$ cat src/rtl/core/assert_macros.svh
// ----------------------------------------------------------------------------
// assert_macros.svh
// assertion helper macros, compiled out when SYNTH is defined
// ----------------------------------------------------------------------------
`ifndef ASSERT_MACROS_SVH
`define ASSERT_MACROS_SVH

`ifndef SYNTH

// same-cycle implication
`define OLM_ASSERT_IMP(lbl, clk, rst_n, ante, cons) \
    lbl: assert property (@(posedge clk) disable iff (!rst_n) (ante) |-> (cons)) \
        else $error("olm assertion failed");

// next-cycle implication
`define OLM_ASSERT_NXT(lbl, clk, rst_n, ante, cons) \
    lbl: assert property (@(posedge clk) disable iff (!rst_n) (ante) |=> (cons)) \
        else $error("olm assertion failed");

`else

`define OLM_ASSERT_IMP(lbl, clk, rst_n, ante, cons)

`define OLM_ASSERT_NXT(lbl, clk, rst_n, ante, cons)

`endif

`endif

$ cat src/rtl/core/olm_pkg.sv
// ----------------------------------------------------------------------------
// olm_pkg
// shared constants for the ordered list move block
// ----------------------------------------------------------------------------
package olm_pkg;

    // payload field widths
    localparam int FIELD_W = 7;
    localparam int OP_W    = 2;

    // default line depth
    localparam int SLOTS_DEF = 64;

    // entry count after reset
    localparam logic [FIELD_W-1:0] COUNT_RESET = 7'd64;

    // opcodes
    localparam logic [OP_W-1:0] OP_INIT = 2'd0;
    localparam logic [OP_W-1:0] OP_MOVE = 2'd1;
    localparam logic [OP_W-1:0] OP_READ = 2'd2;

    // result status
    localparam logic STAT_DONE = 1'b0;
    localparam logic STAT_ERR  = 1'b1;

    // configuration port
    localparam int APB_ADDR_W = 3;
    localparam int APB_DATA_W = 32;
    localparam logic REG_ENTRY_COUNT = 1'b0;

endpackage

$ cat src/rtl/core/olm_in_if.sv
// ----------------------------------------------------------------------------
// olm_in_if
// request channel: opcode and operands, valid/ready
// ----------------------------------------------------------------------------
interface olm_in_if;
    import olm_pkg::*;

    logic                      valid;
    logic                      ready;
    logic [OP_W-1:0]           opcode;
    logic [FIELD_W-1:0]        entry_id;
    logic signed [FIELD_W-1:0] shift_amount;
    logic [FIELD_W-1:0]        read_position;

    modport source (
        output valid,
        output opcode,
        output entry_id,
        output shift_amount,
        output read_position,
        input  ready
    );

    modport sink (
        input  valid,
        input  opcode,
        input  entry_id,
        input  shift_amount,
        input  read_position,
        output ready
    );
endinterface

$ cat src/rtl/core/olm_out_if.sv
// ----------------------------------------------------------------------------
// olm_out_if
// result channel: status and value, valid/ready
// ----------------------------------------------------------------------------
interface olm_out_if;
    import olm_pkg::*;

    logic               valid;
    logic               ready;
    logic               status;
    logic [FIELD_W-1:0] result_value;

    modport source (
        output valid,
        output status,
        output result_value,
        input  ready
    );

    modport sink (
        input  valid,
        input  status,
        input  result_value,
        output ready
    );
endinterface

$ cat src/rtl/core/olm_ram.sv
// ----------------------------------------------------------------------------
// olm_ram
// generic simple dual-port ram, one write and one registered read per cycle
// ----------------------------------------------------------------------------
module olm_ram #(
    parameter int WIDTH = olm_pkg::FIELD_W,
    parameter int DEPTH = olm_pkg::SLOTS_DEF
) (
    input  logic                     clk,
    input  logic                     we,
    input  logic [$clog2(DEPTH)-1:0] waddr,
    input  logic [WIDTH-1:0]         wdata,
    input  logic [$clog2(DEPTH)-1:0] raddr,
    output logic [WIDTH-1:0]         rdata
);

    logic [WIDTH-1:0] mem [DEPTH];
    logic [WIDTH-1:0] rdata_reg;

    always_ff @(posedge clk)
    begin
        if (we)
        begin
            mem[waddr] <= wdata;
        end
        rdata_reg <= mem[raddr];
    end

    assign rdata = rdata_reg;

endmodule

$ cat src/rtl/core/olm_seq.sv
// ----------------------------------------------------------------------------
// olm_seq
// sequencer: fill sweep, id scan, one-slot-per-cycle shift, read, result reg
// ----------------------------------------------------------------------------
module olm_seq #(
    parameter int SLOTS = olm_pkg::SLOTS_DEF
) (
    input  logic                            clk,
    input  logic                            rst_n,
    olm_in_if.sink                          in_ch,
    olm_out_if.source                       out_ch,
    input  logic [olm_pkg::FIELD_W-1:0]     entry_count,
    output logic                            ram_we,
    output logic [$clog2(SLOTS)-1:0]        ram_waddr,
    output logic [$clog2(SLOTS+1)-1:0]      ram_wdata,
    output logic [$clog2(SLOTS)-1:0]        ram_raddr,
    input  logic [$clog2(SLOTS+1)-1:0]      ram_rdata
);
    import olm_pkg::*;

    localparam int AW = $clog2(SLOTS);
    localparam int LW = $clog2(SLOTS+1);
    localparam int IW = (LW > FIELD_W) ? LW : FIELD_W;
    localparam int TW = IW + 2;
    localparam int LEN_RESET = (SLOTS < 64) ? SLOTS : 64;

    localparam logic [2:0] S_FILL   = 3'd0;
    localparam logic [2:0] S_IDLE   = 3'd1;
    localparam logic [2:0] S_SCAN   = 3'd2;
    localparam logic [2:0] S_SHIFT  = 3'd3;
    localparam logic [2:0] S_PLACE  = 3'd4;
    localparam logic [2:0] S_RDWAIT = 3'd5;
    localparam logic [2:0] S_EMIT   = 3'd6;

    logic [2:0]                state_reg, state_next;
    logic                      init_fill_reg, init_fill_next;
    logic [AW-1:0]             fill_reg, fill_next;
    logic [LW-1:0]             len_reg, len_next;
    logic [AW-1:0]             cur_reg, cur_next;
    logic [AW-1:0]             last_reg, last_next;
    logic [AW-1:0]             dst_reg, dst_next;
    logic                      fwd_reg, fwd_next;
    logic                      issue_reg, issue_next;
    logic                      wb_valid_reg, wb_valid_next;
    logic [AW-1:0]             wb_addr_reg, wb_addr_next;
    logic                      chk_valid_reg, chk_valid_next;
    logic [AW-1:0]             chk_pos_reg, chk_pos_next;
    logic [FIELD_W-1:0]        id_reg, id_next;
    logic signed [FIELD_W-1:0] off_reg, off_next;
    logic                      res_status_reg, res_status_next;
    logic [FIELD_W-1:0]        res_value_reg, res_value_next;
    logic                      out_valid_reg, out_valid_next;
    logic                      out_status_reg, out_status_next;
    logic [FIELD_W-1:0]        out_value_reg, out_value_next;

    // shared step unit: walks the cursor one slot up or down
    logic [AW-1:0]     step_sum;
    logic [LW-1:0]     len_m1;
    logic              match;
    logic signed [TW-1:0] tgt;
    logic [AW-1:0]     tgt_idx;
    logic [IW-1:0]     rp_ext;
    logic [IW-1:0]     rp_m1;

    assign step_sum = fwd_reg ? (cur_reg + AW'(1)) : (cur_reg - AW'(1));
    assign len_m1   = len_reg - LW'(1);
    assign match    = (IW'(ram_rdata) == IW'(id_reg));
    assign tgt      = $signed({2'b00, IW'(chk_pos_reg)}) + TW'(1) + TW'(off_reg);
    assign tgt_idx  = AW'(tgt - TW'(1));
    assign rp_ext   = IW'(in_ch.read_position);
    assign rp_m1    = rp_ext - IW'(1);

    assign in_ch.ready         = (state_reg == S_IDLE);
    assign out_ch.valid        = out_valid_reg;
    assign out_ch.status       = out_status_reg;
    assign out_ch.result_value = out_value_reg;

    always_comb
    begin
        state_next      = state_reg;
        init_fill_next  = init_fill_reg;
        fill_next       = fill_reg;
        len_next        = len_reg;
        cur_next        = cur_reg;
        last_next       = last_reg;
        dst_next        = dst_reg;
        fwd_next        = fwd_reg;
        issue_next      = issue_reg;
        wb_valid_next   = 1'b0;
        wb_addr_next    = wb_addr_reg;
        chk_valid_next  = 1'b0;
        chk_pos_next    = chk_pos_reg;
        id_next         = id_reg;
        off_next        = off_reg;
        res_status_next = res_status_reg;
        res_value_next  = res_value_reg;
        out_valid_next  = out_valid_reg && !out_ch.ready;
        out_status_next = out_status_reg;
        out_value_next  = out_value_reg;

        ram_we    = 1'b0;
        ram_waddr = wb_addr_reg;
        ram_wdata = ram_rdata;
        ram_raddr = cur_reg;

        case (state_reg)
            S_FILL:
            begin
                ram_we    = 1'b1;
                ram_waddr = fill_reg;
                ram_wdata = LW'(fill_reg) + LW'(1);
                if (fill_reg == AW'(SLOTS - 1))
                begin
                    state_next = init_fill_reg ? S_EMIT : S_IDLE;
                end
                else
                begin
                    fill_next = fill_reg + AW'(1);
                end
            end

            S_IDLE:
            begin
                if (in_ch.valid)
                begin
                    res_status_next = STAT_ERR;
                    res_value_next  = '0;
                    state_next      = S_EMIT;
                    case (in_ch.opcode)
                        OP_INIT:
                        begin
                            res_status_next = STAT_DONE;
                            len_next = (IW'(entry_count) > IW'(SLOTS)) ?
                                       LW'(SLOTS) : LW'(entry_count);
                            fill_next      = '0;
                            init_fill_next = 1'b1;
                            state_next     = S_FILL;
                        end
                        OP_MOVE:
                        begin
                            if (len_reg != '0)
                            begin
                                id_next    = in_ch.entry_id;
                                off_next   = in_ch.shift_amount;
                                cur_next   = '0;
                                fwd_next   = 1'b1;
                                issue_next = 1'b1;
                                state_next = S_SCAN;
                            end
                        end
                        OP_READ:
                        begin
                            ram_raddr = AW'(rp_m1);
                            if ((rp_ext != '0) && (rp_ext <= IW'(len_reg)))
                            begin
                                state_next = S_RDWAIT;
                            end
                        end
                        default:
                        begin
                            state_next = S_EMIT;
                        end
                    endcase
                end
            end

            S_SCAN:
            begin
                // one read issued per cycle, compared in the next cycle
                if (issue_reg)
                begin
                    chk_valid_next = 1'b1;
                    chk_pos_next   = cur_reg;
                    if (LW'(cur_reg) == len_m1)
                    begin
                        issue_next = 1'b0;
                    end
                    else
                    begin
                        cur_next = step_sum;
                    end
                end
                if (chk_valid_reg && match)
                begin
                    chk_valid_next = 1'b0;
                    if ((tgt < TW'(1)) || (tgt > $signed({2'b00, IW'(len_reg)})))
                    begin
                        res_status_next = STAT_ERR;
                        res_value_next  = '0;
                        state_next      = S_EMIT;
                    end
                    else
                    begin
                        res_status_next = STAT_DONE;
                        res_value_next  = tgt[FIELD_W-1:0];
                        dst_next        = tgt_idx;
                        fwd_next        = (tgt_idx > chk_pos_reg);
                        last_next       = chk_pos_reg;
                        cur_next        = (tgt_idx > chk_pos_reg) ?
                                          (chk_pos_reg + AW'(1)) : (chk_pos_reg - AW'(1));
                        issue_next      = 1'b1;
                        state_next      = (tgt_idx == chk_pos_reg) ? S_EMIT : S_SHIFT;
                    end
                end
                else if (chk_valid_reg && !issue_reg)
                begin
                    res_status_next = STAT_ERR;
                    res_value_next  = '0;
                    state_next      = S_EMIT;
                end
            end

            S_SHIFT:
            begin
                // read slot cur, write it one place toward src next cycle
                if (issue_reg)
                begin
                    wb_valid_next = 1'b1;
                    wb_addr_next  = last_reg;
                    last_next     = cur_reg;
                    if (cur_reg == dst_reg)
                    begin
                        issue_next = 1'b0;
                    end
                    else
                    begin
                        cur_next = step_sum;
                    end
                end
                if (wb_valid_reg)
                begin
                    ram_we = 1'b1;
                    if (!issue_reg)
                    begin
                        state_next = S_PLACE;
                    end
                end
            end

            S_PLACE:
            begin
                ram_we     = 1'b1;
                ram_waddr  = dst_reg;
                ram_wdata  = LW'(IW'(id_reg));
                state_next = S_EMIT;
            end

            S_RDWAIT:
            begin
                res_status_next = STAT_DONE;
                res_value_next  = FIELD_W'(IW'(ram_rdata));
                state_next      = S_EMIT;
            end

            S_EMIT:
            begin
                if (!out_valid_reg || out_ch.ready)
                begin
                    out_valid_next  = 1'b1;
                    out_status_next = res_status_reg;
                    out_value_next  = res_value_reg;
                    init_fill_next  = 1'b0;
                    state_next      = S_IDLE;
                end
            end

            default:
            begin
                state_next = S_IDLE;
            end
        endcase
    end

    always_ff @(posedge clk or negedge rst_n)
    begin
        if (!rst_n)
        begin
            state_reg     <= S_FILL;
            init_fill_reg <= 1'b0;
            fill_reg      <= '0;
            len_reg       <= LW'(LEN_RESET);
            issue_reg     <= 1'b0;
            wb_valid_reg  <= 1'b0;
            chk_valid_reg <= 1'b0;
            out_valid_reg <= 1'b0;
        end
        else
        begin
            state_reg     <= state_next;
            init_fill_reg <= init_fill_next;
            fill_reg      <= fill_next;
            len_reg       <= len_next;
            issue_reg     <= issue_next;
            wb_valid_reg  <= wb_valid_next;
            chk_valid_reg <= chk_valid_next;
            out_valid_reg <= out_valid_next;
        end
    end

    always_ff @(posedge clk)
    begin
        cur_reg        <= cur_next;
        last_reg       <= last_next;
        dst_reg        <= dst_next;
        fwd_reg        <= fwd_next;
        wb_addr_reg    <= wb_addr_next;
        chk_pos_reg    <= chk_pos_next;
        id_reg         <= id_next;
        off_reg        <= off_next;
        res_status_reg <= res_status_next;
        res_value_reg  <= res_value_next;
        out_status_reg <= out_status_next;
        out_value_reg  <= out_value_next;
    end

endmodule

$ cat src/rtl/core/ordered_list_move_by_offset.sv
// ----------------------------------------------------------------------------
// ordered_list_move_by_offset
// ordered line of ids in a ram with init, move-by-offset and positional read
// ----------------------------------------------------------------------------
//
//  channel   dir  handshake        payload
//  in_ch     in   valid / ready    opcode, entry_id, shift_amount, read_position
//  out_ch    out  valid / ready    status, result_value
//  apb       in   psel / penable   paddr, pwdata, prdata (entry_count at 0x0)
//
//  at most two words in flight: one in the sequencer, one in the output register
//  in_ch.ready is high only while the sequencer is idle
//  read: address issued on take, data caught in rdwait, result set in emit
//  init: ram rewrite sweep of all SLOTS slots, one slot a cycle
//  move: scan from position 1 to the id, then shift by |shift_amount| slots;
//  the scan and the shift each pass one ram slot per cycle; after reset the
//  ram is swept to 1..SLOTS before any word is taken; a result held in the
//  output register lets one word in, whose result then waits in emit
`include "assert_macros.svh"

module ordered_list_move_by_offset #(
    parameter int SLOTS = olm_pkg::SLOTS_DEF
) (
    input  logic                             clk,
    input  logic                             rst_n,
    olm_in_if.sink                           in_ch,
    olm_out_if.source                        out_ch,
    input  logic                             psel,
    input  logic                             penable,
    input  logic                             pwrite,
    input  logic [olm_pkg::APB_ADDR_W-1:0]   paddr,
    input  logic [olm_pkg::APB_DATA_W-1:0]   pwdata,
    output logic [olm_pkg::APB_DATA_W-1:0]   prdata,
    output logic                             pready
);
    import olm_pkg::*;

    localparam int AW = $clog2(SLOTS);
    localparam int LW = $clog2(SLOTS+1);

    // entry_count register, taken by init only
    logic [FIELD_W-1:0] entry_count_reg, entry_count_next;
    logic               apb_wr;
    logic               reg_sel;

    // ram port between the sequencer and the line store
    logic          ram_we;
    logic [AW-1:0] ram_waddr;
    logic [LW-1:0] ram_wdata;
    logic [AW-1:0] ram_raddr;
    logic [LW-1:0] ram_rdata;

    // zero-wait apb; bit 2 of the byte address selects the register
    assign pready  = 1'b1;
    assign reg_sel = (paddr[APB_ADDR_W-1:2] == REG_ENTRY_COUNT);
    assign apb_wr  = psel && penable && pwrite;

    always_comb
    begin
        entry_count_next = entry_count_reg;
        if (apb_wr && reg_sel)
        begin
            entry_count_next = pwdata[FIELD_W-1:0];
        end
    end

    // unused addresses read back zero
    assign prdata = reg_sel ? {{(APB_DATA_W-FIELD_W){1'b0}}, entry_count_reg} : '0;

    always_ff @(posedge clk or negedge rst_n)
    begin
        if (!rst_n)
        begin
            entry_count_reg <= COUNT_RESET;
        end
        else
        begin
            entry_count_reg <= entry_count_next;
        end
    end

    // sequencer: scan, shift, fill and result register
    olm_seq #(
        .SLOTS (SLOTS)
    ) u_seq (
        .clk         (clk),
        .rst_n       (rst_n),
        .in_ch       (in_ch),
        .out_ch      (out_ch),
        .entry_count (entry_count_reg),
        .ram_we      (ram_we),
        .ram_waddr   (ram_waddr),
        .ram_wdata   (ram_wdata),
        .ram_raddr   (ram_raddr),
        .ram_rdata   (ram_rdata)
    );

    // line store, one id per slot, position p at address p-1
    olm_ram #(
        .WIDTH (LW),
        .DEPTH (SLOTS)
    ) u_line_ram (
        .clk   (clk),
        .we    (ram_we),
        .waddr (ram_waddr),
        .wdata (ram_wdata),
        .raddr (ram_raddr),
        .rdata (ram_rdata)
    );

    // no ram write while the sequencer waits for a word
    `OLM_ASSERT_IMP(a_idle_no_write, clk, rst_n, in_ch.ready, !ram_we)
    // a taken word leaves the block busy, with in_ch.ready low after the take
    `OLM_ASSERT_NXT(a_busy_after_take, clk, rst_n, in_ch.valid && in_ch.ready, !in_ch.ready)
    // writes stay inside the SLOTS-deep line store
    `OLM_ASSERT_IMP(a_waddr_range, clk, rst_n, ram_we, ({1'b0, ram_waddr} < (AW+1)'(SLOTS)))
    // an error result always carries a zero value
    `OLM_ASSERT_IMP(a_err_zero, clk, rst_n,
        out_ch.valid && (out_ch.status == STAT_ERR), out_ch.result_value == '0)

endmodule
$ cat src/flat_wrapper.sv
// flat-port wrapper written by rule: the top's interface ports become plain ports
module ordered_list_move_by_offset_flat import olm_pkg::*;
#(
    parameter int SLOTS = olm_pkg::SLOTS_DEF
)
  (clk, rst_n, psel, penable, pwrite, paddr, pwdata, prdata, pready, in_ch_valid, in_ch_opcode, in_ch_entry_id, in_ch_shift_amount, in_ch_read_position, in_ch_ready, out_ch_valid, out_ch_status, out_ch_result_value, out_ch_ready);
  olm_in_if in_ch_i ();
  olm_out_if out_ch_i ();
  input  logic clk;
  input  logic rst_n;
  input  logic psel;
  input  logic penable;
  input  logic pwrite;
  input  logic [olm_pkg::APB_ADDR_W-1:0] paddr;
  input  logic [olm_pkg::APB_DATA_W-1:0] pwdata;
  output logic [olm_pkg::APB_DATA_W-1:0] prdata;
  output logic pready;
  input wire logic [$bits(in_ch_i.valid)-1:0] in_ch_valid;
  input wire logic [$bits(in_ch_i.opcode)-1:0] in_ch_opcode;
  input wire logic [$bits(in_ch_i.entry_id)-1:0] in_ch_entry_id;
  input wire logic [$bits(in_ch_i.shift_amount)-1:0] in_ch_shift_amount;
  input wire logic [$bits(in_ch_i.read_position)-1:0] in_ch_read_position;
  output wire logic [$bits(in_ch_i.ready)-1:0] in_ch_ready;
  output wire logic [$bits(out_ch_i.valid)-1:0] out_ch_valid;
  output wire logic [$bits(out_ch_i.status)-1:0] out_ch_status;
  output wire logic [$bits(out_ch_i.result_value)-1:0] out_ch_result_value;
  input wire logic [$bits(out_ch_i.ready)-1:0] out_ch_ready;
  assign in_ch_i.valid = in_ch_valid;
  assign in_ch_i.opcode = in_ch_opcode;
  assign in_ch_i.entry_id = in_ch_entry_id;
  assign in_ch_i.shift_amount = in_ch_shift_amount;
  assign in_ch_i.read_position = in_ch_read_position;
  assign in_ch_ready = in_ch_i.ready;
  assign out_ch_valid = out_ch_i.valid;
  assign out_ch_status = out_ch_i.status;
  assign out_ch_result_value = out_ch_i.result_value;
  assign out_ch_i.ready = out_ch_ready;
  ordered_list_move_by_offset #(.SLOTS(SLOTS)) u_core (.clk(clk), .rst_n(rst_n), .in_ch(in_ch_i), .out_ch(out_ch_i), .psel(psel), .penable(penable), .pwrite(pwrite), .paddr(paddr), .pwdata(pwdata), .prdata(prdata), .pready(pready));
endmodule
$ cat config.mk
export PLATFORM = sky130hd
export DESIGN_NAME = ordered_list_move_by_offset_flat
export DESIGN_NICKNAME = d
export VERILOG_FILES = /design/src/rtl/core/olm_pkg.sv /design/src/rtl/core/olm_in_if.sv /design/src/rtl/core/olm_out_if.sv /design/src/rtl/core/olm_ram.sv /design/src/rtl/core/olm_seq.sv /design/src/rtl/core/ordered_list_move_by_offset.sv /design/src/flat_wrapper.sv
export VERILOG_INCLUDE_DIRS = /design/src /design/src/rtl/core
export SDC_FILE = /design/constraint.sdc
export NUM_CORES = 1
export LEC_CHECK = 0
export BUFFER_PORTS_ARGS = -buffer_cell sky130_fd_sc_hd__buf_2
export CORE_ASPECT_RATIO = 0.75
export CORE_MARGIN = 3
export CORE_UTILIZATION = 43
export CTS_BUF_LIST = sky130_fd_sc_hd__clkbuf_8
export CTS_CLUSTER_SIZE = 20
export DETAILED_ROUTE_END_ITERATION = 8
export PLACE_DENSITY = 0.6
export SLEW_MARGIN = 10
export SYNTH_ARGS = -nofsm -noshare
export SYNTH_HDL_FRONTEND = slang
export SYNTH_SLANG_ARGS = --single-unit
$ cat constraint.sdc
create_clock -name clk -period 5.4 [get_ports clk]
set_input_delay 0.27 -clock clk [delete_from_list [all_inputs] [get_ports clk]]
set_output_delay 0.27 -clock clk [all_outputs]
set_load 0.01 [all_outputs]
# Yosys cells after proc, flatten, opt, wreduce, memory -nomap -nowiden
# Memories as Yosys holds them, arrays and structs flattened. A register that Yosys moved wholly into a read port is not among the register bits.
# Index checks and enable logic that the tools add are counted.
# op_classes
div_mod_pow,0
n_mux,79
n_eq_ne,27
n_bitwise,2
shift,0
n_lt_le_gt_ge,5
n_addsub,11
n_mul,0
reduce_logical,38
# ops
op,n
two-way mux 6 bit,20
two-way mux 7 bit,6
one-hot mux 6 bit (2 select lines),3
two-way mux 3 bit,11
two-way mux 1 bit,28
one-hot mux 7 bit (3 select lines),1
"!= test 2 bit, second input constant",10
AND reduction 4 bit,5
"adder 6 x 1 -> 6 bit, second input constant",3
one-hot mux 3 bit (6 select lines),1
one-hot mux 6 bit (3 select lines),1
AND reduction 6 bit,3
"subtractor 6 x 1 -> 6 bit, second input constant",3
"adder 6 x 1 -> 7 bit, second input constant",2
one-hot mux 7 bit (2 select lines),1
nonzero test 7 bit,2
equality test 6 bit,2
adder 8 x 7 -> 9 bit,1
"equality test 3 bit, second input constant",3
> comparator 9 x 8 -> 1 bit,1
"less-than comparator 9 x 2 -> 1 bit, second input constant",1
one-hot mux 3 bit (3 select lines),1
AND reduction 3 bit,3
nonzero test 2 bit,4
26 further kinds,46
# totals
ramBits,448
n_memories,1
latchBits,0
input_bits,65
mem_bits_ro,0
output_inout_bits,43
register_bits,89
word_cells,184
# mem_list
name,depth,width,read_ports,rd_clocked_by_memory_dff,write_ports,line,source
u_core.u_line_ram.mem,64,7,1,1,1,olm_ram.sv:17,logic [WIDTH-1:0] mem [DEPTH];

# Longest topological paths before layout
# Gate-level depths: netlist of the first run.
# logic_depth
word_depth,8
ltp_mapped,19
ltp_nobuf,19

# By module
# From an unflattened synthesis of the first run, not the netlist that was laid out.
# unflattened
cells_unflattened,1429
hier_area_um2,23633.9
# modules_own_cells
mod,n_inst,seq_area_each_um2,cells_each,area_each_um2
olm_ram,1,13593.0,837,17673.2
olm_seq,1,2358.5,542,5417.7
ordered_list_move_by_offset,1,176.4,50,543.0

# Least setup slack after synthesis of the first run
# No wires, ideal clock.
# synth_path
kind,register -> register
start,register u_core.u_seq.state_reg[2]
end,memory u_core.u_line_ram.mem[0][0] in the netlist's numbering (data pin)
setup_ps,720
slack_ps,961
required_ps,4680
path_stages_with_launch,6
arrival_ps,3719
n_path_buf,3
synth_period_minus_slack_ps,4439
path_cell_list,dfrtp_1 buf_6 clkbuf_1 clkbuf_1 nor2b_1 o31ai_1
# synth_via
elab_chain_cells,2
word_cells_on_any_way,3
cone_classes,eq/ne: 1; mux: 1; reduce/logical: 1
# synth_lines
item,line,source
"start, declared",olm_seq.sv:35,"logic [2:0] state_reg, state_next;"
"start signal, assigned",olm_seq.sv:289,state_reg <= state_next;
equality test 3 bit / logical NOT 3 bit (equally long branches),olm_seq.sv:106,case (state_reg)
one-hot mux 7 bit (2 select lines) *,olm_seq.sv:106,
named net u_core.ram_wdata[0],ordered_list_move_by_offset.sv:49,logic [LW-1:0] ram_wdata;
"end, declared",olm_ram.sv:17,
# The timed path passes the listed nets; every way through them passes the cells marked *.

# Worst setup path in the final report of the first run
# layout_path
start,register u_core.u_seq.chk_pos_reg[0]
end,register u_core.u_seq.cur_reg[5] (data pin)
# layout_via
elab_chain_cells,8
word_cells_on_any_way,13
cone_classes,add/sub: 5; order compare: 3; mux: 4; reduce/logical: 1
# layout_lines
item,line,source
"start, declared",olm_seq.sv:47,"logic [AW-1:0] chk_pos_reg, chk_pos_next;"
"start signal, assigned",olm_seq.sv:307,chk_pos_reg <= chk_pos_next;
adder 6 x 1 -> 7 bit,olm_seq.sv:68,"assign tgt = $signed({2'b00, IW'(chk_pos_reg)}) + TW'(1) + TW'(off_reg);"
adder 8 x 7 -> 9 bit,olm_seq.sv:68,
subtractor 6 x 2 -> 6 bit,olm_seq.sv:69,assign tgt_idx = AW'(tgt - TW'(1));
named net u_core.u_seq.tgt_idx[5],olm_seq.sv:61,logic [AW-1:0] tgt_idx;
> comparator 6 bit,olm_seq.sv:199,cur_next = (tgt_idx > chk_pos_reg) ?
two-way mux 6 bit,olm_seq.sv:199,
two-way mux 6 bit,olm_seq.sv:186,"if ((tgt < TW'(1)) || (tgt > $signed({2'b00, IW'(len_reg)})))"
two-way mux 6 bit,olm_seq.sv:183,if (chk_valid_reg && match)
one-hot mux 6 bit (3 select lines),olm_seq.sv:106,
named net u_core.u_seq.cur_next[5],olm_seq.sv:39,"logic [AW-1:0] cur_reg, cur_next;"
"end signal, assigned",olm_seq.sv:302,cur_reg <= cur_next;
"end, declared",olm_seq.sv:39,
# The timed path passes the listed nets, and every way through them passes these cells.
# A chain may end at the register's enable or synchronous reset.

==> results of run 1 <==
-- metrics by stage --
stage | utilization | power, W | hold WS [ps] | setup WS, ps
after floorplan | - | 0.00967 | -25.6 | 961
after global placement | 0.460 | 0.0113 | 359 | 514
after detailed placement | 0.460 | 0.0114 | 372 | 489
after CTS | 0.495 | 0.0148 | 103 | 439
after global routing | 0.495 | 0.0155 | 175 | 133
final | 0.495 | 0.0148 | 167 | 392
-- cells in the final DEF (no fill, tap or decap), types with 4 or more instances in the layout --
master,Yosys,layout
edfxtp_1,509,509
nand2_1,136,136
nor2_1,104,103
clkbuf_8,0,90
mux4_2,80,80
inv_1,42,67
a21oi_1,57,56
buf_2,18,54
mux2i_1,50,50
ha_1,42,42
xnor2_1,37,37
mux2_2,36,36
o21ai_0,41,35
nand4_1,33,33
o211ai_1,30,30
conb_1,2,26
dfrtp_1,26,26
dlygate4sd3_1,0,24
buf_4,35,23
nand3_1,21,21
clkinv_1,0,19
nor2b_1,19,18
xor2_1,17,17
a22oi_1,16,16
a21o_1,15,15
clkinv_2,0,15
nand2b_1,14,14
nor3_1,13,13
and4_1,7,7
dfxtp_1,7,7
o21ai_4,0,6
and2_1,5,5
and3_1,4,4
o21bai_1,4,4
o221ai_1,4,4
a31oi_1,4,4
or2_2,4,4
bufinv_16,0,4
-- layer usage --
metal,global-route usage,vias up
met3,0.0524,83
met2,0.273,533
met4,0.0520,0
li1,-,6066
met1,0.310,6954
met5,0,-
-- cell usage after synthesis (all sizes together) (6+ instances only) --
cell / n
mux4: 80
nand4: 34
nor3: 13
o21ai: 41
a21oi: 58
ha: 42
and2: 6
inv: 42
a22oi: 16
edfxtp: 509
buf: 62
dfrtp: 26
xnor2: 37
mux2i: 50
nor2b: 19
o211ai: 30
and4: 7
nand3: 21
clkbuf: 26
nand2: 136
mux2: 36
a21o: 15
dfxtp: 7
nand2b: 14
xor2: 17
nor2: 105
-- layout make-up --
class / instances / area share
clock inverters: 68 / 0.0150
multi-input cells: 867 / 0.265
diodes: 1 / 0.0000940
clock buffers: 90 / 0.0466
flip-flops and latches: 544 / 0.606
repair buffers: 104 / 0.0279
inverters: 42 / 0.00592
well taps: 712 / 0.0335
-- critical path, cell delays in order, from the launching register on --
cell and delay [ps]:
edfxtp_1 520, ha_1 380, ha_1 280, a21o_1 190, a311o_1 380, a21oi_1 200
xnor2_1 300, xor2_1 260, ha_1 280, and3_1 190, a221o_1 330, nand2_1 270
ha_1 290, a21o_1 150, a21oi_1 210, o21bai_1 80, a21oi_1 170, xnor2_1 140
o221ai_1 120
-- power by group through the flow --
stage / clock network (W) / logic [W] / registers, W
global route: 0.00364 / 0.00563 / 0.00627
CTS: 0.00345 / 0.00516 / 0.00624
floorplan: 0 / 0.00340 / 0.00627
detailed placement: 0 / 0.00512 / 0.00632
global placement: 0 / 0.00502 / 0.00631
finish: 0.00337 / 0.00514 / 0.00624
-- cells by family (layout without fill, tap and decap cells) --
family          after synthesis  count (layout)
xor+xnor                     54              54
mux                         166             166
simple gates                375             375
buf+inv                     130             304
fa+ha+maj                    45              45
compound gates              201             201
other cells                   2              27
flops                       544             544
-- worst min path at each step --
stage | cells past startpoint | slack (ps) | from | to
after floorplan | 0 | -30 | rst_n | u_core.entry_count_reg[0]$_DFFE_PN0P_
after global placement | 1 | 360 | rst_n | u_core.entry_count_reg[0]$_DFFE_PN0P_
after detailed placement | 1 | 370 | rst_n | u_core.entry_count_reg[3]$_DFFE_PN0P_
after CTS | 4 | 100 | in_ch_valid | u_core.u_seq.issue_reg$_DFFE_PN0P_
after global routing | 4 | 170 | in_ch_valid | u_core.u_seq.issue_reg$_DFFE_PN0P_
final | 4 | 170 | in_ch_valid | u_core.u_seq.issue_reg$_DFFE_PN0P_
-- timing repair --
action                    4_1_cts  5_1_grt
hold endpoints to repair       50        0
hold buffers                   24        0
resized for setup               0        0
==> metrics, run 1 <==
largest reg by FF count u_core.u_line_ram.mem; post-synthesis mux area share 0.114; R2R Path Start u_core.u_seq.chk_pos_reg[0]$_DFFE_PP_; starting DRC count in detailed routing 1,421; Comb power frac 0.348; routability cong. 0.879; nets@finish 1,754; RSZ-0062 raised after global routing false; router iterations before antenna repair 5; Max Slew Vio Count 0; total length of routed wires 57,300 um; Remaining DRCs 0; Clock power frac 0.229; Top Ports 108; post-route cell area 0.0266 mm^2; Antenna Nets Post-Route 0; DR WL met3 5040 um; P_sw 0.00539 W; Peak VDD IR 0.470 mV; FF-to-FF path depth 18; Compound-Gate Fraction of Synth Area 0.0550; worst-skew pair later-pin latency 660 ps; Synth Area in XOR/XNOR 0.0200; adder-cell share of the synthesized area 0.0247; run status completed; register area 0.0161 mm^2; initial antenna violation count 1; Slew headroom 0.226; M1 WL 27,100 um; arrival time worst endpoint 5390 ps; first-pass GRT wire length 86,100 um; cells after synthesis 1,517; Hold WC Path Type in2reg; fmax 0.200 GHz; vias in the first global route 13,400; CTS Buffer Depth 3; min Tclk post-route 5010 ps; Wirelength per Cell 23.6 um; htree depth 3; share of the synthesized area in the top cell type 0.646; register area share after synthesis 0.682; Worst setup SP type flop; clock tree from TritonCTS done; Pwr Density 555 mW/mm^2; Hold Vio Cnt, Final 0; GRT overflow 0; Worst Setup End Kind flop; Worst Setup SP u_core.u_seq.chk_pos_reg[0]$_DFFE_PP_; Int Pwr 0.00936 W; max_cap viols 0; Chip Width 277 um; flops & latches, synth 544; largest net degree at the start of global routing 65; worst reg2reg path endpoint u_core.u_seq.cur_reg[5]$_DFFE_PP_; Highest Signal Layer met4; Post-Syn Area 0.0237 mm^2; root buffer cell clkbuf_8; P&R area growth vs syn 12.4%; CP max FO 8; final setup vio count 0; effective utilization at floorplan 0.441; met2 WL 24,100 um; Synth Area in Simple Gates 0.0743; Final period util 0.927; multi-input logic area 0.00705 mm^2; Avg Cell Area, Syn 15.6 um^2; ranking of synthesized cells by area edfxtp_1 (65%), mux4_2 (7.6%), dfrtp_1 (2.7%); placed cell count 2,245; Clock Skews 19.7 ps; asr flop ratio synth 0.0515; post-synthesis cell type count 65; vias 13,600; cell taking the most area after synthesis edfxtp_1; overall routing resource usage 0.198; Yosys warnings 0; Post-Route Setup TNS 0 ps; fillers 4,571; critical path data required time 5780 ps; worst slew pin tran 1150 ps; Clock Pin Slew Worst Setup and Hold Paths 70 ps; fraction of layout instances using a drive strength above 1 0.197; PortBufs 54; switch share 0.366; Die Area 0.0579 mm^2; vias per cell 5.62; total CTS buffers 85; critical path class reg2reg; placed cell area 0.0247 mm^2; ys flop type edfxtp_1; setup slack, reg-to-reg 390 ps; die height 209 um; final non-filler cell total 2,428; postcts setup bufs 0; largest family of logic cells by synthesized area multiplexers; core area 0.0537 mm^2; Post-synth EDFFs 509; clk sinks 544; P_leak 9.20 nW; number of flip-flops under the largest register name 448; post-DP HPWL 37,200 um; Reg power frac 0.423; Cell Rows 73; crit path to u_core.u_seq.cur_reg[5]$_DFFE_PP_
No activity file was read; power rests on OpenSTA's default activity.
==> inputs of run 2 (changes only) <==
==> constraint.sdc (replaced) <==
create_clock -name clk -period 5.4 [get_ports clk]
set_input_delay 1.35 -clock clk [delete_from_list [all_inputs] [get_ports clk]]
set_output_delay 1.35 -clock clk [all_outputs]
set_load 0.01 [all_outputs]
==> metrics, run 2 (synthesis gave the netlist of run 1 again) <==
clk sinks 544 (unchanged); Remaining DRCs 0 (unchanged); first-pass GRT wire length 85,400 um (-0.81%); die height 209 um (unchanged); switch share 0.370 (+0.00410); Clock power frac 0.219 (-0.010); Min Hold Slack 397 ps (+230 ps); PortBufs 54 (unchanged); CP max FO 8 (unchanged); worst reg2reg path endpoint u_core.u_seq.cur_reg[5]$_DFFE_PP_; min Tclk post-route 5110 ps (+102 ps); critical path data required time 5770 ps (about the same); total length of routed wires 56,900 um (-0.66%); clock tree from TritonCTS done; Int Pwr 0.00927 W (-0.95%); Worst setup SP type flop; commonest cells after routing, fill and taps aside edfxtp_1 (509), nand2_1 (136), nor2_1 (103); Top Ports 108 (unchanged); hold depth 0 (-4); Post-Route Setup TNS 0 ps (unchanged); largest reg by FF count u_core.u_line_ram.mem; setup slack, reg-to-reg 290 ps (-100 ps); P&R area growth vs syn 11.6%; Antenna Nets Post-Route 0 (unchanged); Pwr Total 0.0147 W (-0.31%); overall routing resource usage 0.197 (-0.00189); HP Start u_core.u_seq.last_reg[3]$_DFFE_PP_; vias 13,600 (-0.029%); root buffer cell clkbuf_8; run status completed; GRT overflow 0 (unchanged); Clock Skews 34.0 ps (+14.4 ps); worst slew pin tran 1100 ps (-48.8 ps); vias in the first global route 13,200 (-0.97%); fmax 0.196 GHz (-2.0%); R2R Path Start u_core.u_seq.chk_pos_reg[0]$_DFFE_PP_; Max Slew Vio Count 0 (unchanged); critical path class reg2reg; max_cap viols 0 (unchanged); Clock Pin Slew Worst Setup and Hold Paths 60 ps (about the same); P_leak 9.12 nW (-0.82%); number of flip-flops under the largest register name 448 (unchanged); largest net degree at the start of global routing 65 (unchanged); effective utilization at floorplan 0.441 (unchanged); final setup vio count 0 (unchanged); placed cell count 2,252 (+0.31%); post-route cell area 0.0264 mm^2 (-0.75%); Die Area 0.0579 mm^2 (unchanged); worst-skew pair later-pin latency 660 ps (about the same); Final period util 0.946 (+0.0189); initial antenna violation count 2 (+1); router iterations before antenna repair 5 (unchanged); nets@finish 1,738 (-0.91%); fraction of layout instances using a drive strength above 1 0.203 (+0.00609); final non-filler cell total 2,410 (-0.74%); htree depth 3 (unchanged); routability cong. 0.849 (-3.4%); Cell Rows 73 (unchanged); post-DP HPWL 37,400 um (+0.48%); CTS Buffer Depth 3 (unchanged); Reg power frac 0.423 (about the same); Worst Setup End Kind flop; Chip Width 277 um (unchanged); core area 0.0537 mm^2 (unchanged); Hold WC Path Type reg2reg; Endpoint, Worst Hold u_core.u_seq.wb_addr_reg[3]$_DFFE_PP_; placed cell area 0.0248 mm^2 (+0.39%); Comb power frac 0.357 (+0.009); # diodes 0 (-1); Slew headroom 0.264 (+0.0384); Peak VDD IR 0.585 mV (+24%); most common cell after layout, fill and taps aside edfxtp_1; Wirelength per Cell 23.6 um (about the same); Hold Vio Cnt, Final 0 (unchanged); Pwr Density 557 mW/mm^2 (+0.44%); vias per cell 5.66 (+0.72%); P_sw 0.00544 W (+0.81%); total CTS buffers 86 (+1.2%); FF-to-FF path depth 19 (+1); arrival time worst endpoint 5480 ps (+90 ps); RSZ-0062 raised after global routing false; starting DRC count in detailed routing 1,384 (-2.6%)
## run 2: cell count changes in the layout (fill, tap and decap cells not counted), sizes merged
| cell | previous run | this run |
|---|---|---|
| clkbuf | 90 | 87 |
| dlygate4sd3 | 24 | 0 |
| buf | 80 | 87 |
| inv | 68 | 72 |
| clkinvlp | 3 | 4 |
| bufinv | 4 | 2 |
| diode | 1 | 0 |
## run 2: power groups by stage
stage               Sequential, W  Clock, W  Combinational [W]
floorplan                 0.00627         0            0.00340
global placement          0.00629         0            0.00512
detailed placement        0.00631         0            0.00524
CTS                       0.00622   0.00332            0.00526
global route              0.00626   0.00352            0.00572
finish                    0.00623   0.00323            0.00526
## run 2: worst max path at each step
stage,endpoint,slack [ps],from,cells past startpoint
after floorplan,u_core.u_line_ram.mem[0][0]$_DFFE_PP_,960,u_core.u_seq.state_reg[2]$_DFFE_PN0P_,5
after global placement,u_core.u_seq.cur_reg[5]$_DFFE_PP_,400,u_core.u_seq.chk_pos_reg[0]$_DFFE_PP_,18
after detailed placement,u_core.u_seq.cur_reg[5]$_DFFE_PP_,330,u_core.u_seq.chk_pos_reg[0]$_DFFE_PP_,19
after CTS,u_core.u_seq.cur_reg[5]$_DFFE_PP_,300,u_core.u_seq.chk_pos_reg[0]$_DFFE_PP_,19
after global routing,u_core.u_seq.cur_reg[5]$_DFFE_PP_,6,u_core.u_seq.chk_pos_reg[0]$_DFFE_PP_,19
final,u_core.u_seq.cur_reg[5]$_DFFE_PP_,290,u_core.u_seq.chk_pos_reg[0]$_DFFE_PP_,19
## run 2: worst max-delay path, cell delays in order (launching register included)
cell      delay (ps)
edfxtp_1         520
ha_1             300
xor2_1           170
ha_1             380
a21o_1           140
a21oi_1           80
xnor2_1          600
nor3_2           110
xor2_1           280
ha_1             300
and3_1           180
a221o_1          320
nand2_1          270
ha_1             290
a21o_1           160
a21oi_1          240
o21bai_1          90
a21oi_1          170
xnor2_1          140
o221ai_1         120
## run 2: through the flow
stage,worst slack (ps),util
6_report,290,0.492
5_1_grt,6.46,0.492
4_1_cts,301,0.491
3_5_place_dp,333,0.462
3_3_place_gp,402,0.462
2_1_floorplan,961,-
## run 2: repair_timing
item | CTS | global route
endpoints found under the setup margin | 0 | 1
buffers inserted | 0 | 0
hold buffers | 0 | 0
resized for setup | 0 | 2
## run 2: per-layer routing
metal | global-route usage | part of all wire
met5 | 0 | 0.00023
met4 | 0.0418 | 0.015
met3 | 0.0563 | 0.079
met2 | 0.274 | 0.42
met1 | 0.305 | 0.48
## run 2: final cells by class
| cell class | count | area, um^2 |
|---|---|---|
| clock inverters | 71 | 370 |
| flip-flops and latches | 544 | 16100 |
| well taps | 712 | 891 |
| multi-input cells | 867 | 7060 |
| inverters | 42 | 158 |
| fillers | 4531 | 27300 |
| repair buffers | 87 | 606 |
| clock buffers | 87 | 1200 |
==> inputs of run 3 (changes only) <==
--- a/config.mk
+++ b/config.mk
@@ -10,7 +10,6 @@
 export CORE_ASPECT_RATIO = 0.75
 export CORE_MARGIN = 3
 export CORE_UTILIZATION = 43
-export CTS_BUF_LIST = sky130_fd_sc_hd__clkbuf_8
 export CTS_CLUSTER_SIZE = 20
 export DETAILED_ROUTE_END_ITERATION = 8
 export PLACE_DENSITY = 0.6
==> metrics, run 3 (synthesis gave the netlist of run 1 again) <==
vias in the first global route 13,000 (-1.6%); clock tree from TritonCTS done; Wirelength per Cell 24.1 um (+1.8%); router iterations before antenna repair 5 (unchanged); Largest stage delay, worst path 520 ps (-80 ps); min Tclk post-route 5090 ps (-22.5 ps); number of flip-flops under the largest register name 448 (unchanged); critical path class reg2reg; P_leak 9.03 nW (-1.0%); Slew headroom 0.278 (+0.0141); initial antenna violation count 0 (-2); arrival time worst endpoint 5410 ps (-70 ps); worst slew pin tran 1080 ps (-21.1 ps); largest net degree at the start of global routing 65 (unchanged); # diodes 0 (unchanged); slowest cell on the critical path edfxtp_1; worst-skew pair later-pin latency 600 ps (-60 ps); RSZ-0062 raised after global routing false; crit-path cells ha_1 > ha_1 > a21o_1 > a311o_1 > a21oi_1 > xnor2_1 > xor2_1 > ha_1 > and3_1 > a221o_1 > nand2_1 > ha_1 > a21o_1 > a21oi_1 > o21bai_1 > a21oi_1 > xnor2_1 > o221ai_1; max_cap viols 0 (unchanged); postcts setup bufs 0 (unchanged); Die Area 0.0579 mm^2 (unchanged); die height 209 um (unchanged); critical path data required time 5730 ps (-40 ps); largest reg by FF count u_core.u_line_ram.mem; placed cell area 0.0248 mm^2 (unchanged); commonest cells after routing, fill and taps aside edfxtp_1 (509), nand2_1 (136), nor2_1 (103); Clock Pin Slew Worst Setup and Hold Paths 60 ps (about the same); Min Hold Slack 409 ps (+11.7 ps); fmax 0.197 GHz (+0.44%); fraction of layout instances using a drive strength above 1 0.183 (-0.0195); final setup vio count 0 (unchanged); htree depth 2 (-1); fillers 4,487 (-0.97%); total CTS buffers 52 (-40%); Hold WC Path Type reg2reg; Worst setup SP type flop; most common cell after layout, fill and taps aside edfxtp_1; vias 13,400 (-1.8%); routability cong. 0.849 (unchanged); nets@finish 1,704 (-2.0%); Max Slew Vio Count 0 (unchanged); PortBufs 54 (unchanged); Worst Setup End Kind flop; post-route cell area 0.0265 mm^2 (+0.40%); Crit path top cell by count ha_1; P&R area growth vs syn 12.0%; Clock Skews 28.2 ps (-5.84 ps); Chip Width 277 um (unchanged); run status completed; root buffer cell clkbuf_16; Top Ports 108 (unchanged); Remaining DRCs 0 (unchanged); Hold Vio Cnt, Final 0 (unchanged); overall routing resource usage 0.194 (-0.00300); first-pass GRT wire length 84,600 um (-0.88%); Final period util 0.942 (-0.00417); Cell Rows 73 (unchanged); vias per cell 5.71 (+0.95%); effective utilization at floorplan 0.441 (unchanged); starting DRC count in detailed routing 1,385 (+0.072%); CP max FO 8 (unchanged); core area 0.0537 mm^2 (unchanged); Peak VDD IR 0.557 mV (-4.7%); CTS Buffer Depth 3 (unchanged); GRT overflow 0 (unchanged); clk sinks 544 (unchanged); post-DP HPWL 37,400 um (unchanged); Post-Route Setup TNS 0 ps (unchanged); Pwr Density 569 mW/mm^2 (+2.2%); total length of routed wires 56,400 um (-0.93%); Antenna Nets Post-Route 0 (unchanged)
[run 3: cell count changes in the layout (fill, tap and decap cells not counted), sizes merged]
cell	change
clkinv	-10
inv	-30
bufinv	+4
clkbuf	-25
clkinvlp	-4
[run 3: worst max-delay path, delay by kind of cell, from the launching register on]
kind / cells / cell delay [ps]
compound gates: 9 / 1860
fa+ha+maj: 4 / 1250
xor+xnor: 3 / 760
flops: 1 / 520
simple gates: 2 / 450
[run 3: layout make-up]
class / count / area (um^2) / area share
repair buffers: 87 / 606 / 0.0228
multi-input cells: 867 / 7050 / 0.266
clock buffers: 62 / 1360 / 0.0513
clock inverters: 31 / 320 / 0.0121
inverters: 42 / 158 / 0.00595
flip-flops and latches: 544 / 16100 / 0.608
well taps: 712 / 891 / 0.0336
[run 3: path summary, 6_finish.rpt]
kind                                                        from                                     end  slack, ps  depth (start not counted)
max                        u_core.u_seq.chk_pos_reg[0]$_DFFE_PP_       u_core.u_seq.cur_reg[5]$_DFFE_PP_        310                         18
min                           u_core.u_seq.last_reg[1]$_DFFE_PP_   u_core.u_seq.wb_addr_reg[1]$_DFFE_PP_        410                          0
max reg2reg                u_core.u_seq.chk_pos_reg[0]$_DFFE_PP_       u_core.u_seq.cur_reg[5]$_DFFE_PP_        310                         18
min reg2reg                   u_core.u_seq.last_reg[1]$_DFFE_PP_   u_core.u_seq.wb_addr_reg[1]$_DFFE_PP_        410                          0
max in group asynchronous                                  rst_n    u_core.u_seq.fill_reg[2]$_DFFE_PN0P_       4070                          1
min in group asynchronous                                  rst_n  u_core.u_seq.init_fill_reg$_DFFE_PN0P_        830                          1
[run 3: stage by stage]
stage	total power (W)	setup WS (ps)	std cells	util
global placement	0.0114	402	2252	0.462
global route	0.0158	9.61	2345	0.494
finish	0.0151	313	2345	0.494
detailed placement	0.0115	333	2252	0.462
floorplan	0.00967	961	1541	-
CTS	0.0152	308	2345	0.494
[run 3: report_power, final]
| group | switching, W | leakage, nW | internal, W | total (W) |
|---|---|---|---|---|
| Clock | 0.00156 | 0.817 | 0.00208 | 0.00364 |
| Sequential | 0.000282 | 5.01 | 0.00594 | 0.00623 |
| Combinational | 0.00352 | 3.20 | 0.00171 | 0.00523 |
[run 3: repair_timing]
item	CTS	global route
hold buffers	0	0
resized for setup	0	1
hold endpoints to repair	0	0
endpoints found under the setup margin	0	1
[run 3: per-layer routing]
metal | wire length, um | track usage | up-vias
met5 | 0 | 0 | -
met3 | 4380 | 0.0424 | 73
met1 | 27000 | 0.306 | 6914
met2 | 24100 | 0.273 | 458
li1 | - | - | 5945
met4 | 954 | 0.0431 | 0
